### config.mk
export PLATFORM = sky130hd
export DESIGN_NAME = alarm_queue_timer_unit
export DESIGN_NICKNAME = d
export VERILOG_FILES = /design/src/hdl/aqt_pkg.sv /design/src/hdl/aqt_datapath.sv /design/src/hdl/aqt_ctrl.sv /design/src/hdl/alarm_queue_timer_unit.sv
export VERILOG_INCLUDE_DIRS = /design/src /design/src/hdl
export SDC_FILE = /design/constraint.sdc
export NUM_CORES = 2
export LEC_CHECK = 0
export ABC_AREA = 1
export BUFFER_PORTS_ARGS = -buffer_cell sky130_fd_sc_hd__buf_2
export CAP_MARGIN = 20
export CORE_UTILIZATION = 35
export DETAILED_ROUTE_END_ITERATION = 8
export PLACE_DENSITY = 0.58
export RECOVER_POWER = 50
export SETUP_SLACK_MARGIN = 0.3
export SKIP_CTS_REPAIR_TIMING = 1
export SYNTH_ARGS = -nofsm -noshare
export SYNTH_HDL_FRONTEND = slang
export SYNTH_HIERARCHICAL = 1
export SYNTH_SLANG_ARGS = --single-unit
### constraint.sdc
create_clock -name clk -period 8.5 [get_ports clk]
set_input_delay 0.85 -clock clk [delete_from_list [all_inputs] [get_ports clk]]
set_output_delay 0.85 -clock clk [all_outputs]
set_load 0.05 [all_outputs]
### src/hdl/assert_macros.svh
// Assertion helpers for the alarm queue timer.
`ifndef ASSERT_MACROS_SVH
`define ASSERT_MACROS_SVH

// Check a property on every rising clock edge outside reset.
`define ASSERT_CLK(label, clk, rst_n, prop, msg) \
    label: assert property (@(posedge clk) disable iff (!rst_n) (prop)) else $error(msg);

// Check an implication on every rising clock edge outside reset.
`define ASSERT_IMP(label, clk, rst_n, ante, cons, msg) \
    label: assert property (@(posedge clk) disable iff (!rst_n) (ante) |-> (cons)) \
        else $error(msg);

`endif

### src/hdl/aqt_pkg.sv
`timescale 1ns / 1ps
package aqt_pkg;

    localparam int ALARMS_DEF   = 16;
    localparam int COUNTERS_DEF = 2;
    localparam int FIRE_CAP     = 16;

    localparam logic [4:0] NO_LINK = 5'd31;

    localparam logic [2:0] MODE_SET_REL = 3'd0;
    localparam logic [2:0] MODE_SET_ABS = 3'd1;
    localparam logic [2:0] MODE_CANCEL  = 3'd2;
    localparam logic [2:0] MODE_GET     = 3'd3;
    localparam logic [2:0] MODE_TICK    = 3'd4;

    localparam logic [2:0] ST_OK     = 3'd0;
    localparam logic [2:0] ST_ID     = 3'd1;
    localparam logic [2:0] ST_STATE  = 3'd2;
    localparam logic [2:0] ST_NOFUNC = 3'd3;
    localparam logic [2:0] ST_VALUE  = 3'd4;

    localparam logic [2:0] REG_MAX0 = 3'd0;
    localparam logic [2:0] REG_MAX1 = 3'd1;
    localparam logic [2:0] REG_MIN0 = 3'd2;
    localparam logic [2:0] REG_MIN1 = 3'd3;
    localparam logic [2:0] REG_MAP  = 3'd4;

    typedef enum logic [3:0] {
        S_IDLE,
        S_DECODE,
        S_SCAN_ENQ,
        S_LINK_ENQ,
        S_TICK_HEAD,
        S_TICK_CHECK,
        S_TICK_UNLINK,
        S_TICK_DONE
    } aqt_state_t;

    // Controller to datapath commands.
    typedef struct packed {
        logic load;
        logic decode;
        logic scan_step;
        logic link;
        logic tick_adv;
        logic fire_check;
        logic fire_unlink;
        logic emit;
    } aqt_cmd_t;

    // Datapath to controller status.
    typedef struct packed {
        logic is_tick;
        logic is_arm;
        logic is_cancel;
        logic immediate;
        logic scan_done;
        logic fire_now;
        logic rearm;
        logic pend;
    } aqt_stat_t;

    function automatic logic [16:0] add_ticks(input logic [16:0] a, input logic [16:0] inc,
                                              input logic [16:0] m2);
        logic [17:0] s;
        s = {1'b0, a} + {1'b0, inc};
        if (s > {1'b0, m2})
            s = s - ({1'b0, m2} + 18'd1);
        return s[16:0];
    endfunction

endpackage

### src/hdl/aqt_datapath.sv
`timescale 1ns / 1ps
`include "assert_macros.svh"
module aqt_datapath
    import aqt_pkg::*;
#(
    parameter int ALARMS   = ALARMS_DEF,
    parameter int COUNTERS = COUNTERS_DEF
)
(
    input  logic        clk,
    input  logic        rst_n,
    input  aqt_cmd_t    cmd,
    output aqt_stat_t   stat,
    input  logic [2:0]  mode,
    input  logic [4:0]  alarm_id,
    input  logic [15:0] tick_value,
    input  logic [15:0] cycle,
    input  logic        counter_id,
    input  logic [15:0] max0,
    input  logic [15:0] max1,
    input  logic [15:0] min0,
    input  logic [15:0] min1,
    input  logic [15:0] cmap,
    output logic        res_valid,
    output logic [2:0]  res_status,
    output logic [16:0] res_remaining,
    output logic        res_exp_valid,
    output logic [3:0]  res_exp_alarm,
    output logic        res_last
);

    localparam int AW = (ALARMS > 1) ? $clog2(ALARMS) : 1;

    logic [2:0]  mode_reg;
    logic [4:0]  id_reg;
    logic [15:0] tv_reg;
    logic [15:0] cyc_reg;
    logic        cid_reg;

    logic [16:0] cnt_reg [COUNTERS];
    logic [16:0] exp_reg [ALARMS];
    logic [15:0] per_reg [ALARMS];
    logic [ALARMS-1:0] act_reg;
    logic [ALARMS-1:0] sel_reg;
    logic [4:0] nxt_reg [ALARMS];
    logic [4:0] prv_reg [ALARMS];
    logic [4:0] head_reg [COUNTERS];

    // Walk state for insert and tick.
    logic [AW-1:0] tgt_reg;
    logic          tc_reg;
    logic [4:0]    wp_reg;
    logic [4:0]    wn_reg;
    logic [5:0]    wcnt_reg;
    logic          wphase_reg;
    logic [4:0]    fa_reg;
    logic [4:0]    fnext_reg;
    logic [4:0]    fired_reg;
    logic          tick_done_reg;
    logic          pend_valid_reg;
    logic [3:0]    pend_alarm_reg;

    logic        res_valid_reg;
    logic [2:0]  res_status_reg;
    logic [16:0] res_rem_reg;
    logic        res_ev_reg;
    logic [3:0]  res_ea_reg;
    logic        res_last_reg;

    logic [AW-1:0] id_a;
    logic          arm_c;
    logic [15:0]   mx_arm;
    logic [15:0]   mn_arm;
    logic          sel_c;
    logic [15:0]   mx_sel;
    logic [16:0]   m2_tick;
    logic [16:0]   m2_sel;
    logic [16:0]   cnt_tick;
    logic [16:0]   cnt_sel;
    logic [16:0]   cnt_tc;
    logic          wn_ok;
    logic [AW-1:0] wn_a;
    logic          fa_ok;
    logic [AW-1:0] fa_a;
    logic [16:0]   behind_v;
    logic [2:0]    imm_status;
    logic [16:0]   imm_rem;
    logic          cid_bad;
    logic          id_bad;
    logic          skip_c;

    assign id_a    = id_reg[AW-1:0];
    assign arm_c   = (COUNTERS > 1) ? cmap[id_reg[3:0]] : 1'b0;
    assign mx_arm  = arm_c ? max1 : max0;
    assign mn_arm  = arm_c ? min1 : min0;
    assign sel_c   = (COUNTERS > 1) ? sel_reg[id_a] : 1'b0;
    assign mx_sel  = sel_c ? max1 : max0;
    assign m2_tick = (cid_reg ? {max1, 1'b0} : {max0, 1'b0});
    assign m2_sel  = {mx_sel, 1'b0};
    assign cnt_tick = cnt_reg[(COUNTERS > 1) ? int'(cid_reg) : 0];
    assign cnt_sel  = cnt_reg[(COUNTERS > 1) ? int'(sel_c) : 0];
    assign cnt_tc   = cnt_reg[(COUNTERS > 1) ? int'(tc_reg) : 0];
    assign wn_ok   = (wn_reg < 5'(ALARMS));
    assign wn_a    = wn_reg[AW-1:0];
    assign fa_ok   = (fa_reg < 5'(ALARMS));
    assign fa_a    = fa_reg[AW-1:0];
    assign cid_bad = ({4'd0, cid_reg} >= 5'(COUNTERS));
    assign id_bad  = (id_reg >= 5'(ALARMS));
    assign skip_c  = (exp_reg[tgt_reg] < cnt_tc) && (exp_reg[wn_a] > cnt_tc);

    always_comb
    begin
        if (cnt_tick >= exp_reg[fa_a])
            behind_v = cnt_tick - exp_reg[fa_a];
        else
            behind_v = m2_tick - exp_reg[fa_a] + cnt_tick + 17'd1;
    end

    // Immediate answer of a command.
    always_comb
    begin
        imm_status = ST_OK;
        imm_rem    = '0;
        priority if (mode_reg > MODE_TICK)
            imm_status = ST_VALUE;
        else if (id_bad)
            imm_status = ST_ID;
        else if (mode_reg == MODE_SET_REL || mode_reg == MODE_SET_ABS)
        begin
            if (act_reg[id_a])
                imm_status = ST_STATE;
            else if ({1'b0, tv_reg} > {1'b0, mx_arm} || cyc_reg > mx_arm
                     || (cyc_reg != 16'd0 && cyc_reg < mn_arm))
                imm_status = ST_VALUE;
        end
        else if (!act_reg[id_a])
            imm_status = ST_NOFUNC;
        else if (mode_reg == MODE_GET)
        begin
            if (cnt_sel < exp_reg[id_a])
                imm_rem = exp_reg[id_a] - cnt_sel;
            else
                imm_rem = m2_sel + 17'd1 - cnt_sel + exp_reg[id_a];
        end
    end

    always_comb
    begin
        stat.is_tick   = (mode_reg == MODE_TICK) && !cid_bad;
        stat.is_arm    = (mode_reg == MODE_SET_REL || mode_reg == MODE_SET_ABS)
                         && imm_status == ST_OK;
        stat.is_cancel = (mode_reg == MODE_CANCEL) && imm_status == ST_OK;
        stat.immediate = !stat.is_tick;
        stat.scan_done = !wn_ok || wcnt_reg >= 6'(ALARMS)
                         || (!wphase_reg && !(exp_reg[wn_a] < exp_reg[tgt_reg]));
        stat.fire_now  = fa_ok && !tick_done_reg && ({1'b0, fired_reg} < 6'(FIRE_CAP))
                         && behind_v <= {1'b0, (cid_reg ? max1 : max0)};
        stat.rearm     = per_reg[fa_a] != 16'd0;
        stat.pend      = pend_valid_reg;
    end

    always_ff @(posedge clk)
    begin
        if (cmd.load)
        begin
            mode_reg <= mode;
            id_reg   <= alarm_id;
            tv_reg   <= tick_value;
            cyc_reg  <= cycle;
            cid_reg  <= counter_id;
        end
    end

    always_ff @(posedge clk)
    begin
        if (cmd.decode && stat.is_arm)
        begin
            if (mode_reg == MODE_SET_REL)
                exp_reg[id_a] <= add_ticks(cnt_reg[(COUNTERS > 1) ? int'(arm_c) : 0],
                                           {1'b0, tv_reg}, {mx_arm, 1'b0});
            else
                exp_reg[id_a] <= {1'b0, tv_reg};
            per_reg[id_a] <= cyc_reg;
        end
        else if (cmd.fire_unlink && stat.rearm)
            exp_reg[fa_a] <= add_ticks(cnt_tick, {1'b0, per_reg[fa_a]}, m2_tick);
    end

    always_ff @(posedge clk or negedge rst_n)
    begin
        if (!rst_n)
        begin
            for (int i = 0; i < COUNTERS; i++)
            begin
                cnt_reg[i]  <= '0;
                head_reg[i] <= NO_LINK;
            end
            for (int i = 0; i < ALARMS; i++)
            begin
                nxt_reg[i] <= NO_LINK;
                prv_reg[i] <= NO_LINK;
            end
            act_reg        <= '0;
            sel_reg        <= '0;
            tgt_reg        <= '0;
            tc_reg         <= 1'b0;
            wp_reg         <= NO_LINK;
            wn_reg         <= NO_LINK;
            wcnt_reg       <= '0;
            wphase_reg     <= 1'b0;
            fa_reg         <= NO_LINK;
            fnext_reg      <= NO_LINK;
            fired_reg      <= '0;
            tick_done_reg  <= 1'b0;
            pend_valid_reg <= 1'b0;
            pend_alarm_reg <= '0;
        end
        else
        begin
            if (cmd.decode)
            begin
                if (stat.is_arm)
                begin
                    sel_reg[id_a] <= arm_c;
                    act_reg[id_a] <= 1'b1;
                    tgt_reg       <= id_a;
                    tc_reg        <= arm_c;
                    wp_reg        <= NO_LINK;
                    wn_reg        <= head_reg[(COUNTERS > 1) ? int'(arm_c) : 0];
                    wcnt_reg      <= '0;
                    wphase_reg    <= 1'b1;
                end
                else if (stat.is_cancel)
                begin
                    act_reg[id_a] <= 1'b0;
                    if (prv_reg[id_a] < 5'(ALARMS))
                        nxt_reg[prv_reg[id_a][AW-1:0]] <= nxt_reg[id_a];
                    else
                        head_reg[(COUNTERS > 1) ? int'(sel_c) : 0] <= nxt_reg[id_a];
                    if (nxt_reg[id_a] < 5'(ALARMS))
                        prv_reg[nxt_reg[id_a][AW-1:0]] <= prv_reg[id_a];
                    nxt_reg[id_a] <= NO_LINK;
                    prv_reg[id_a] <= NO_LINK;
                end
            end
            if (cmd.scan_step && !stat.scan_done)
            begin
                // First phase skips entries past the counter when target wrapped.
                if (wphase_reg && !skip_c)
                    wphase_reg <= 1'b0;
                else
                begin
                    wp_reg   <= wn_reg;
                    wn_reg   <= nxt_reg[wn_a];
                    wcnt_reg <= wcnt_reg + 6'd1;
                end
            end
            if (cmd.link)
            begin
                nxt_reg[tgt_reg] <= wn_ok ? wn_reg : NO_LINK;
                prv_reg[tgt_reg] <= wp_reg;
                if (wp_reg < 5'(ALARMS))
                    nxt_reg[wp_reg[AW-1:0]] <= {{(5-AW){1'b0}}, tgt_reg};
                else
                    head_reg[(COUNTERS > 1) ? int'(tc_reg) : 0] <= {{(5-AW){1'b0}}, tgt_reg};
                if (wn_ok)
                    prv_reg[wn_a] <= {{(5-AW){1'b0}}, tgt_reg};
            end
            if (cmd.tick_adv)
            begin
                cnt_reg[(COUNTERS > 1) ? int'(cid_reg) : 0] <= add_ticks(cnt_tick, 17'd1, m2_tick);
                fnext_reg      <= head_reg[(COUNTERS > 1) ? int'(cid_reg) : 0];
                fired_reg      <= '0;
                tick_done_reg  <= 1'b0;
                pend_valid_reg <= 1'b0;
            end
            if (cmd.fire_check)
            begin
                fa_reg    <= fnext_reg;
            end
            if (cmd.fire_unlink)
            begin
                fnext_reg      <= nxt_reg[fa_a];
                fired_reg      <= fired_reg + 5'd1;
                pend_valid_reg <= 1'b1;
                pend_alarm_reg <= fa_reg[3:0];
                if (prv_reg[fa_a] < 5'(ALARMS))
                    nxt_reg[prv_reg[fa_a][AW-1:0]] <= nxt_reg[fa_a];
                else
                    head_reg[(COUNTERS > 1) ? int'(cid_reg) : 0] <= nxt_reg[fa_a];
                if (nxt_reg[fa_a] < 5'(ALARMS))
                    prv_reg[nxt_reg[fa_a][AW-1:0]] <= prv_reg[fa_a];
                nxt_reg[fa_a] <= NO_LINK;
                prv_reg[fa_a] <= NO_LINK;
                if (stat.rearm)
                begin
                    tgt_reg    <= fa_a;
                    tc_reg     <= cid_reg;
                    wp_reg     <= NO_LINK;
                    wn_reg     <= (prv_reg[fa_a] < 5'(ALARMS))
                                  ? head_reg[(COUNTERS > 1) ? int'(cid_reg) : 0]
                                  : nxt_reg[fa_a];
                    wcnt_reg   <= '0;
                    wphase_reg <= 1'b1;
                end
                else
                    act_reg[fa_a] <= 1'b0;
            end
        end
    end

    // Result word register.
    always_ff @(posedge clk or negedge rst_n)
    begin
        if (!rst_n)
            res_valid_reg <= 1'b0;
        else
            res_valid_reg <= cmd.emit;
    end

    always_ff @(posedge clk)
    begin
        if (cmd.emit)
        begin
            if (cmd.fire_unlink)
            begin
                res_status_reg <= ST_OK;
                res_rem_reg    <= '0;
                res_ev_reg     <= 1'b1;
                res_ea_reg     <= pend_alarm_reg;
                res_last_reg   <= 1'b0;
            end
            else if (stat.is_tick)
            begin
                res_status_reg <= ST_OK;
                res_rem_reg    <= '0;
                res_ev_reg     <= pend_valid_reg;
                res_ea_reg     <= pend_valid_reg ? pend_alarm_reg : 4'd0;
                res_last_reg   <= 1'b1;
            end
            else
            begin
                res_status_reg <= (mode_reg == MODE_TICK) ? ST_ID : imm_status;
                res_rem_reg    <= imm_rem;
                res_ev_reg     <= 1'b0;
                res_ea_reg     <= '0;
                res_last_reg   <= 1'b1;
            end
        end
    end

    assign res_valid     = res_valid_reg;
    assign res_status    = res_status_reg;
    assign res_remaining = res_rem_reg;
    assign res_exp_valid = res_ev_reg;
    assign res_exp_alarm = res_ea_reg;
    assign res_last      = res_last_reg;

    `ASSERT_CLK(a_fire_cap, clk, rst_n, fired_reg <= 5'(FIRE_CAP), "fire count overflow")
    `ASSERT_IMP(a_link_target, clk, rst_n, cmd.link, act_reg[tgt_reg], "link of stopped alarm")
    `ASSERT_IMP(a_emit_one, clk, rst_n, cmd.emit, !(cmd.link || cmd.scan_step),
                "emit during insert")

endmodule

### src/hdl/aqt_ctrl.sv
`timescale 1ns / 1ps
`include "assert_macros.svh"
module aqt_ctrl
    import aqt_pkg::*;
(
    input  logic      clk,
    input  logic      rst_n,
    input  logic      start,
    input  aqt_stat_t stat,
    output aqt_cmd_t  cmd,
    output logic      busy
);

    aqt_state_t state_reg;
    aqt_state_t state_next;
    logic       in_tick_reg;
    logic       in_tick_next;

    always_comb
    begin
        state_next   = state_reg;
        in_tick_next = in_tick_reg;
        unique case (state_reg)
            S_IDLE:
                if (start)
                    state_next = S_DECODE;
            S_DECODE:
            begin
                in_tick_next = 1'b0;
                priority if (stat.is_tick)
                    state_next = S_TICK_HEAD;
                else if (stat.is_arm)
                    state_next = S_SCAN_ENQ;
                else
                    state_next = S_IDLE;
            end
            S_SCAN_ENQ:
                if (stat.scan_done)
                    state_next = S_LINK_ENQ;
            S_LINK_ENQ:
                state_next = in_tick_reg ? S_TICK_CHECK : S_IDLE;
            S_TICK_HEAD:
            begin
                in_tick_next = 1'b1;
                state_next   = S_TICK_CHECK;
            end
            S_TICK_CHECK:
                state_next = S_TICK_UNLINK;
            S_TICK_UNLINK:
                priority if (stat.fire_now)
                    state_next = stat.rearm ? S_SCAN_ENQ : S_TICK_CHECK;
                else
                    state_next = S_TICK_DONE;
            S_TICK_DONE:
                state_next = S_IDLE;
            default:
                state_next = S_IDLE;
        endcase
    end

    always_comb
    begin
        cmd  = '0;
        busy = (state_reg != S_IDLE);
        unique case (state_reg)
            S_IDLE:
                cmd.load = start;
            S_DECODE:
            begin
                cmd.decode   = 1'b1;
                cmd.emit     = stat.immediate;
                cmd.tick_adv = stat.is_tick;
            end
            S_SCAN_ENQ:
                cmd.scan_step = 1'b1;
            S_LINK_ENQ:
                cmd.link = 1'b1;
            S_TICK_HEAD:
                cmd.fire_check = 1'b0;
            S_TICK_CHECK:
                cmd.fire_check = 1'b1;
            S_TICK_UNLINK:
            begin
                cmd.fire_unlink = stat.fire_now;
                cmd.emit        = stat.fire_now && stat.pend;
            end
            S_TICK_DONE:
                cmd.emit = 1'b1;
            default:
                cmd = '0;
        endcase
    end

    always_ff @(posedge clk or negedge rst_n)
    begin
        if (!rst_n)
        begin
            state_reg   <= S_IDLE;
            in_tick_reg <= 1'b0;
        end
        else
        begin
            state_reg   <= state_next;
            in_tick_reg <= in_tick_next;
        end
    end

    `ASSERT_IMP(a_load_idle, clk, rst_n, cmd.load, state_reg == S_IDLE, "load while busy")
    `ASSERT_IMP(a_start_decode, clk, rst_n, start && !busy, ##1 state_reg == S_DECODE,
                "start not taken")
    `ASSERT_IMP(a_unlink_in_tick, clk, rst_n, cmd.fire_unlink, in_tick_reg,
                "unlink outside tick")

endmodule

### src/hdl/alarm_queue_timer_unit.sv
// Alarm queue timer: two wrapping tick counters and sixteen alarms.
// Command channel: drive mode, alarm_id, tick_value, cycle and counter_id
// with start high; the word is taken at an edge where busy is low.
// Result channel: each word shows for one cycle with result_valid high;
// last marks the final word of a command. The receiver cannot stall.
// Sequence: a plain command keeps busy high only in the decode state,
// which registers its word. Arming keeps busy high while it walks the
// counter's queue entry by entry and then links the alarm in. A tick
// advances the counter, then for each fired alarm checks and unlinks it,
// and walks the queue and links again each re-armed one; its last word
// follows busy.
// Configuration: APB writes at byte address 4*i, registers of 16 bits.
// Reset clears counters, active marks and queues; expiry and period stay
// undefined until an alarm is armed.
`timescale 1ns / 1ps
`include "assert_macros.svh"
module alarm_queue_timer_unit
    import aqt_pkg::*;
#(
    parameter int ALARMS   = ALARMS_DEF,
    parameter int COUNTERS = COUNTERS_DEF
)
(
    input  logic        clk,
    input  logic        rst_n,
    input  logic        psel,
    input  logic        penable,
    input  logic        pwrite,
    input  logic [4:0]  paddr,
    input  logic [31:0] pwdata,
    output logic [31:0] prdata,
    output logic        pready,
    input  logic        start,
    output logic        busy,
    input  logic [2:0]  mode,
    input  logic [4:0]  alarm_id,
    input  logic [15:0] tick_value,
    input  logic [15:0] cycle,
    input  logic        counter_id,
    output logic        result_valid,
    output logic [2:0]  status,
    output logic [16:0] remaining_ticks,
    output logic        expired_valid,
    output logic [3:0]  expired_alarm,
    output logic        last
);

    logic [15:0] max0_reg;
    logic [15:0] max1_reg;
    logic [15:0] min0_reg;
    logic [15:0] min1_reg;
    logic [15:0] map_reg;
    logic        wr_en;
    aqt_cmd_t    cmd;
    aqt_stat_t   stat;

    assign pready = 1'b1;
    assign wr_en  = psel && penable && pwrite;

    always_ff @(posedge clk or negedge rst_n)
    begin
        if (!rst_n)
        begin
            max0_reg <= 16'hFFFF;
            max1_reg <= 16'hFFFF;
            min0_reg <= 16'd1;
            min1_reg <= 16'd1;
            map_reg  <= '0;
        end
        else if (wr_en && paddr[1:0] == 2'b00)
        begin
            unique case (paddr[4:2])
                REG_MAX0: max0_reg <= pwdata[15:0];
                REG_MAX1: max1_reg <= pwdata[15:0];
                REG_MIN0: min0_reg <= pwdata[15:0];
                REG_MIN1: min1_reg <= pwdata[15:0];
                REG_MAP:  map_reg  <= pwdata[15:0];
                default:  ;
            endcase
        end
    end

    always_comb
    begin
        unique case (paddr[4:2])
            REG_MAX0: prdata = {16'd0, max0_reg};
            REG_MAX1: prdata = {16'd0, max1_reg};
            REG_MIN0: prdata = {16'd0, min0_reg};
            REG_MIN1: prdata = {16'd0, min1_reg};
            REG_MAP:  prdata = {16'd0, map_reg};
            default:  prdata = '0;
        endcase
    end

    aqt_ctrl u_ctrl (
        .clk   (clk),
        .rst_n (rst_n),
        .start (start),
        .stat  (stat),
        .cmd   (cmd),
        .busy  (busy)
    );

    aqt_datapath #(
        .ALARMS   (ALARMS),
        .COUNTERS (COUNTERS)
    ) u_dp (
        .clk           (clk),
        .rst_n         (rst_n),
        .cmd           (cmd),
        .stat          (stat),
        .mode          (mode),
        .alarm_id      (alarm_id),
        .tick_value    (tick_value),
        .cycle         (cycle),
        .counter_id    (counter_id),
        .max0          (max0_reg),
        .max1          (max1_reg),
        .min0          (min0_reg),
        .min1          (min1_reg),
        .cmap          (map_reg),
        .res_valid     (result_valid),
        .res_status    (status),
        .res_remaining (remaining_ticks),
        .res_exp_valid (expired_valid),
        .res_exp_alarm (expired_alarm),
        .res_last      (last)
    );

    `ASSERT_IMP(a_result_idle, clk, rst_n, result_valid && last, ##1 !result_valid,
                "extra word after last")

endmodule
After elaboration in Yosys (flattened, before gate mapping)
Memories as Yosys holds them, arrays and structs flattened. A register that Yosys moved wholly into a read port is not among the register bits.
Index checks and enable logic that the tools add are counted.
{"block": "totals", "reg_bits": 431, "ram_bits": 528, "inputBits": 84, "word_cells": 460, "memories": 2}
{"block": "op_classes", "add_sub_neg": 18, "n_lt_le_gt_ge": 52, "n_eq_ne": 17, "n_mux": 219, "bitwise_logic": 25, "reduce_logical": 60}
{"memory": "u_dp.exp_reg", "depth": 16, "word_bits": 17, "rd": 4, "rd_ports_with_merged_regs": 1, "wr": 1, "line_no": "aqt_datapath.sv:41", "text": "logic [16:0] exp_reg [ALARMS];"}
{"memory": "u_dp.per_reg", "depth": 16, "word_bits": 16, "rd": 1, "rd_ports_with_merged_regs": 0, "wr": 1, "line_no": "aqt_datapath.sv:42", "text": "logic [15:0] per_reg [ALARMS];"}
{"op": "$mux W80", "count": 24}
{"op": "$bwmux W80", "count": 8}
{"op": "$mux W17", "count": 26}
{"op": "$or A80 B80 Y80", "count": 4}
{"op": "$mux W5", "count": 46}
{"op": "$demux W5 S4", "count": 9}
{"op": "$mux W16", "count": 9}
{"op": "$ge A32 B2 Y1 const B", "count": 4}
{"op": "$not A1 Y32", "count": 4}
{"op": "$sub A17 B17 Y17", "count": 7}
{"op": "$bmux W5 S4", "count": 5}
{"op": "$lt A32 B1 Y1 const B", "count": 3}
{"op": "$mux W10", "count": 8}
{"op": "$pmux W16 S5", "count": 1}
{"op": "$add A17 B1 Y17 const B", "count": 4}
{"op": "$gt A18 B17 Y1", "count": 3}
{"op": "$mux W4", "count": 13}
{"op": "$lt A17 B17 Y1", "count": 3}
{"op": "$ge A5 B5 Y1 const B", "count": 10}
{"op": "$lt A5 B1 Y1 const B", "count": 9}
{"op": "$not A4 Y5", "count": 9}
{"op": "$lt A5 B5 Y1 const B", "count": 8}
{"op": "$mux W1", "count": 38}
{"op": "$add A17 B16 Y18", "count": 2}
{"op": "other kinds (52)", "count": 134}

Logic depth before layout (Yosys ltp)
{"block": "logic_depth", "ltp_word": 29, "mapped_depth": 58}

Hierarchy
The synthesis kept the hierarchy.
{"mod": "aqt_datapath", "n_inst": 1, "cells_each": 8597, "area_per_inst_um2": 65554.1}
{"mod": "alarm_queue_timer_unit", "n_inst": 1, "cells_each": 554, "area_per_inst_um2": 4211.5}
{"mod": "aqt_ctrl", "n_inst": 1, "cells_each": 43, "area_per_inst_um2": 282.8}

Least setup slack after synthesis
Ideal clock, no wire load.
{"block": "synth_path", "path_kind": "reg2reg", "start": "register u_dp.fa_reg[0]", "end": "memory u_dp.exp_reg[0][0] (enable)", "setup_ns": 0.390, "arrival_ns": 8.760, "required_time_ns": 8.110, "slack_ns": -0.651, "path_stages_with_launch": 54, "path_buffers": 9, "period_less_slack_ns": 9.151, "path_cell_list": "dfstp_2 > nor2_1 > buf_2 > buf_2 > inv_2 > buf_2 > buf_1 > buf_1 > buf_1 > o221ai_1 > a221oi_1 > ha_1 > nand2_1 > nand2_1 > a31oi_1 > o221ai_1 > a21oi_1 > o21bai_1 > [... 18 more ...] > nand2_1 > o311ai_0 > nand3_1 > a21boi_0 > o32ai_1 > nand3_1 > nor2_1 > inv_1 > nor3_2 > inv_1 > clkbuf_1 > nor2_1 > inv_1 > nor2_1 > nand2_1 > nand2_1 > nand3_1 > nor2_1"}
{"item": "start: declaration", "line_no": "aqt_datapath.sv:56", "text": "logic [4:0] fa_reg;"}
{"item": "start signal: assignment", "line_no": "aqt_datapath.sv:279", "text": "fa_reg <= fnext_reg;"}
{"item": "end: declaration", "line_no": "aqt_datapath.sv:41"}

==> results.yml <==
run_status:
  outcome: "finished with violations"
  failed_checks: "design-rule violations, max-capacitance violations, max-slew violations"
sta:
  fin_setup_tns_ns: 0
  layout_min_cycle_time_ns: 8.00
  finClkSkew_ns: 0.0834
  grt_setup_unrepaired: "no"
  slew_violations: 434
  fmax_ghz: 0.125
  hold_viol: 0
  max_slew_margin_pct: -170
  finalCritPeriodShare_pct: 94.1
  worstMarginPinSlew_ns: 4.05
  finalSetupViolations: 0
worst_setup_path:
  r2r_slack_ns: 0.50
  arrival_ns: 8.34
  cp_cell_sequence: "nand2_1, inv_1, nand2_1, nand2_1, nor2_4, buf_4, buf_4, o21ai_0, ha_1, nand2_1, nor2_1, a211oi_1, o221a_2, nand2_1, nand2_1, nand3_1, nand2_1, nand3_1, nor2_1, nand2_1, nor2_2, clkbuf_1"
  critPathKind: "reg2reg"
  critPathSlowestCell: "clkbuf_1"
  crit_path_max_fanout: 28
  critPathBufInv: 4
  endpoint_kind: "flip-flop"
  crit_path_max_incr_delay_ns: 1.12
  required_ns: 8.84
  path_common_cell: "nand2_1"
  worstSetupStartpointType: "flip-flop"
  critPathTopFamily: "simple AND/OR/NAND/NOR gates"
yosys:
  syn_area_mm2: 0.0700
  ys_seq_area_share_pct: 39.0
  synth.ff_latch_count: 962
  yosysWarnings: 6
  synth.area.top_cells: "edfxtp_1 (26%), nand2_1 (10%), dfstp_2 (8.4%)"
  synthTopCellsByCount: "nand2_1 (1,858), o21ai_0 (1,072), inv_1 (1,071)"
  yosysMostFrequentCell: "nand2_1"
  synthArstFlopShare_pct: 37.7
  avgSynthCellArea_um2: 7.62
  synth_top_area_share_pct: 25.5
  yosysTopAreaCell: "edfxtp_1"
  synth_edf_count: 595
  ys.flop_type: "edfxtp_1"
  synth_cells: 9194
  netlist-cell-type-count: 70
detailed_routing:
  via_per_inst: 6.12
  drt-total-wl_mm: 329
  vias: 73300
  initialDrtViolationCount: 10500
  drt_pass1_iterations: 9
  route.detailed.drc: 4
  ant_nets: 0
  post_drt_wl_per_cell_um: 27.4
grt:
  grt_max_degree: 144
  grt_pass1_wl_mm: 467
  overflow: 0
  antenna_found_initial: 14
  grt_usage_pct: 31.2
  grt_pass1_vias: 67800
die:
  io_pins: 145
  fp.dieArea_mm2: 0.202
  design.core.area_mm2: 0.198
  fp.dieW_um: 449
  die_y_um: 449
  floorplan.initialDensity_pct: 35.4
  placementRows: 163
placement:
  dp_hpwl_mm: 226
  place_congestion: 1.02
  numPortBuffers: 111
final_layout:
  largest_register_ffs: 272
  drive_gt1_share_pct: 10.4
  areaGrowthSynthToFinish_pct: 13.3
  fin_nets: 9625
cts:
  cts_max_level: 3
  insertion_delay_ns: 0.80
  cts_tree: "yes"
  cts_buffers: 112
  path_clk_slew_ns: 0.08
  clkSinkCount: 962
  cts-root-buf: "clkbuf_16"
  clockBufferDepth: 3
worst_hold_path:
  hold_path_class: "in2reg"
run:
  maxCapViolations: 8
-- metrics by stage --
step | util (%) | hold WS [ns] | worst slack [ns] | cells | cell area (um^2)
floorplan | - | 0.449 | 0.282 | 9209 | 70300
global placement | 37.9 | 0.458 | 0.149 | 11700 | 75100
detailed placement | 38.0 | 0.463 | 0.199 | 11700 | 75200
CTS | 39.9 | 0.0378 | 0.121 | 12000 | 79000
global route | 40.1 | 0.229 | 0.256 | 12000 | 79400
finish | 40.1 | 0.248 | 0.505 | 12000 | 79400
-- cells in the final DEF (no fill, tap or decap), types with 224 or more instances in the layout --
cell / n
nor2_1: 640
o221ai_1: 224
buf_4: 290
o21ai_0: 1067
a21oi_1: 604
edfxtp_1: 595
a22oi_1: 374
nand2_1: 1850
dfstp_2: 224
inv_1: 1071
ha_1: 260
nand3_1: 434
-- final timing paths --
path / startpoint / endpoint / depth (start not counted)
min in group asynchronous: rst_n / u_dp/act_reg[5] / 1
max in group asynchronous: rst_n / map_reg[12] / 3
hold / removal: tick_value[1] / u_dp/tv_reg[1] / 1
hold reg to reg: min0_reg[0] / min0_reg[0] / 2
setup reg to reg: u_dp/id_reg[2] / u_dp/per_reg[0][13] / 22
setup / recovery: u_dp/id_reg[2] / u_dp/per_reg[0][13] / 22
-- layout make-up --
type	count	area (um^2)
antenna	9	22.5
multi-input combinational	6579	36800
sequential	962	27300
clock inverter	71	764
inverter	1107	4160
fill	20100	119000
clock buffer	140	3070
timing repair buffer	479	3940
tap	2640	3300
-- cell families (layout without fill, tap and decap cells) --
| kind of cell | after synthesis | in the layout | synth area share [%] |
|---|---|---|---|
| multiplexers | 16 | 16 | 0.230 |
| adder cells (fa/ha/maj) | 300 | 300 | 5.74 |
| other | 2 | 26 | 0.0107 |
| buffers and inverters | 1670 | 1797 | 9.34 |
| XOR/XNOR | 144 | 144 | 1.80 |
| flip-flops | 962 | 962 | 39.0 |
| AND/OR/NAND/NOR | 3245 | 3247 | 19.2 |
| AO/OA/AOI/OAI | 2855 | 2855 | 24.7 |
-- per-layer routing --
| layer | global-route usage (%) | part of all wire (%) | up-vias | wire length (um) |
|---|---|---|---|---|
| li1 | - | - | 32300 | - |
| met4 | 17.7 | 6.6 | 8 | 21700 |
| met1 | 40.8 | 39 | 34900 | 129000 |
| met3 | 7.60 | 12 | 1160 | 39000 |
| met2 | 46.8 | 42 | 4930 | 139000 |
| met5 | 0 | 0.016 | - | 54 |
Power is left out: the tool's default activity adds up to more than one toggle a clock period on the data nets, which glitch-free logic cannot reach.
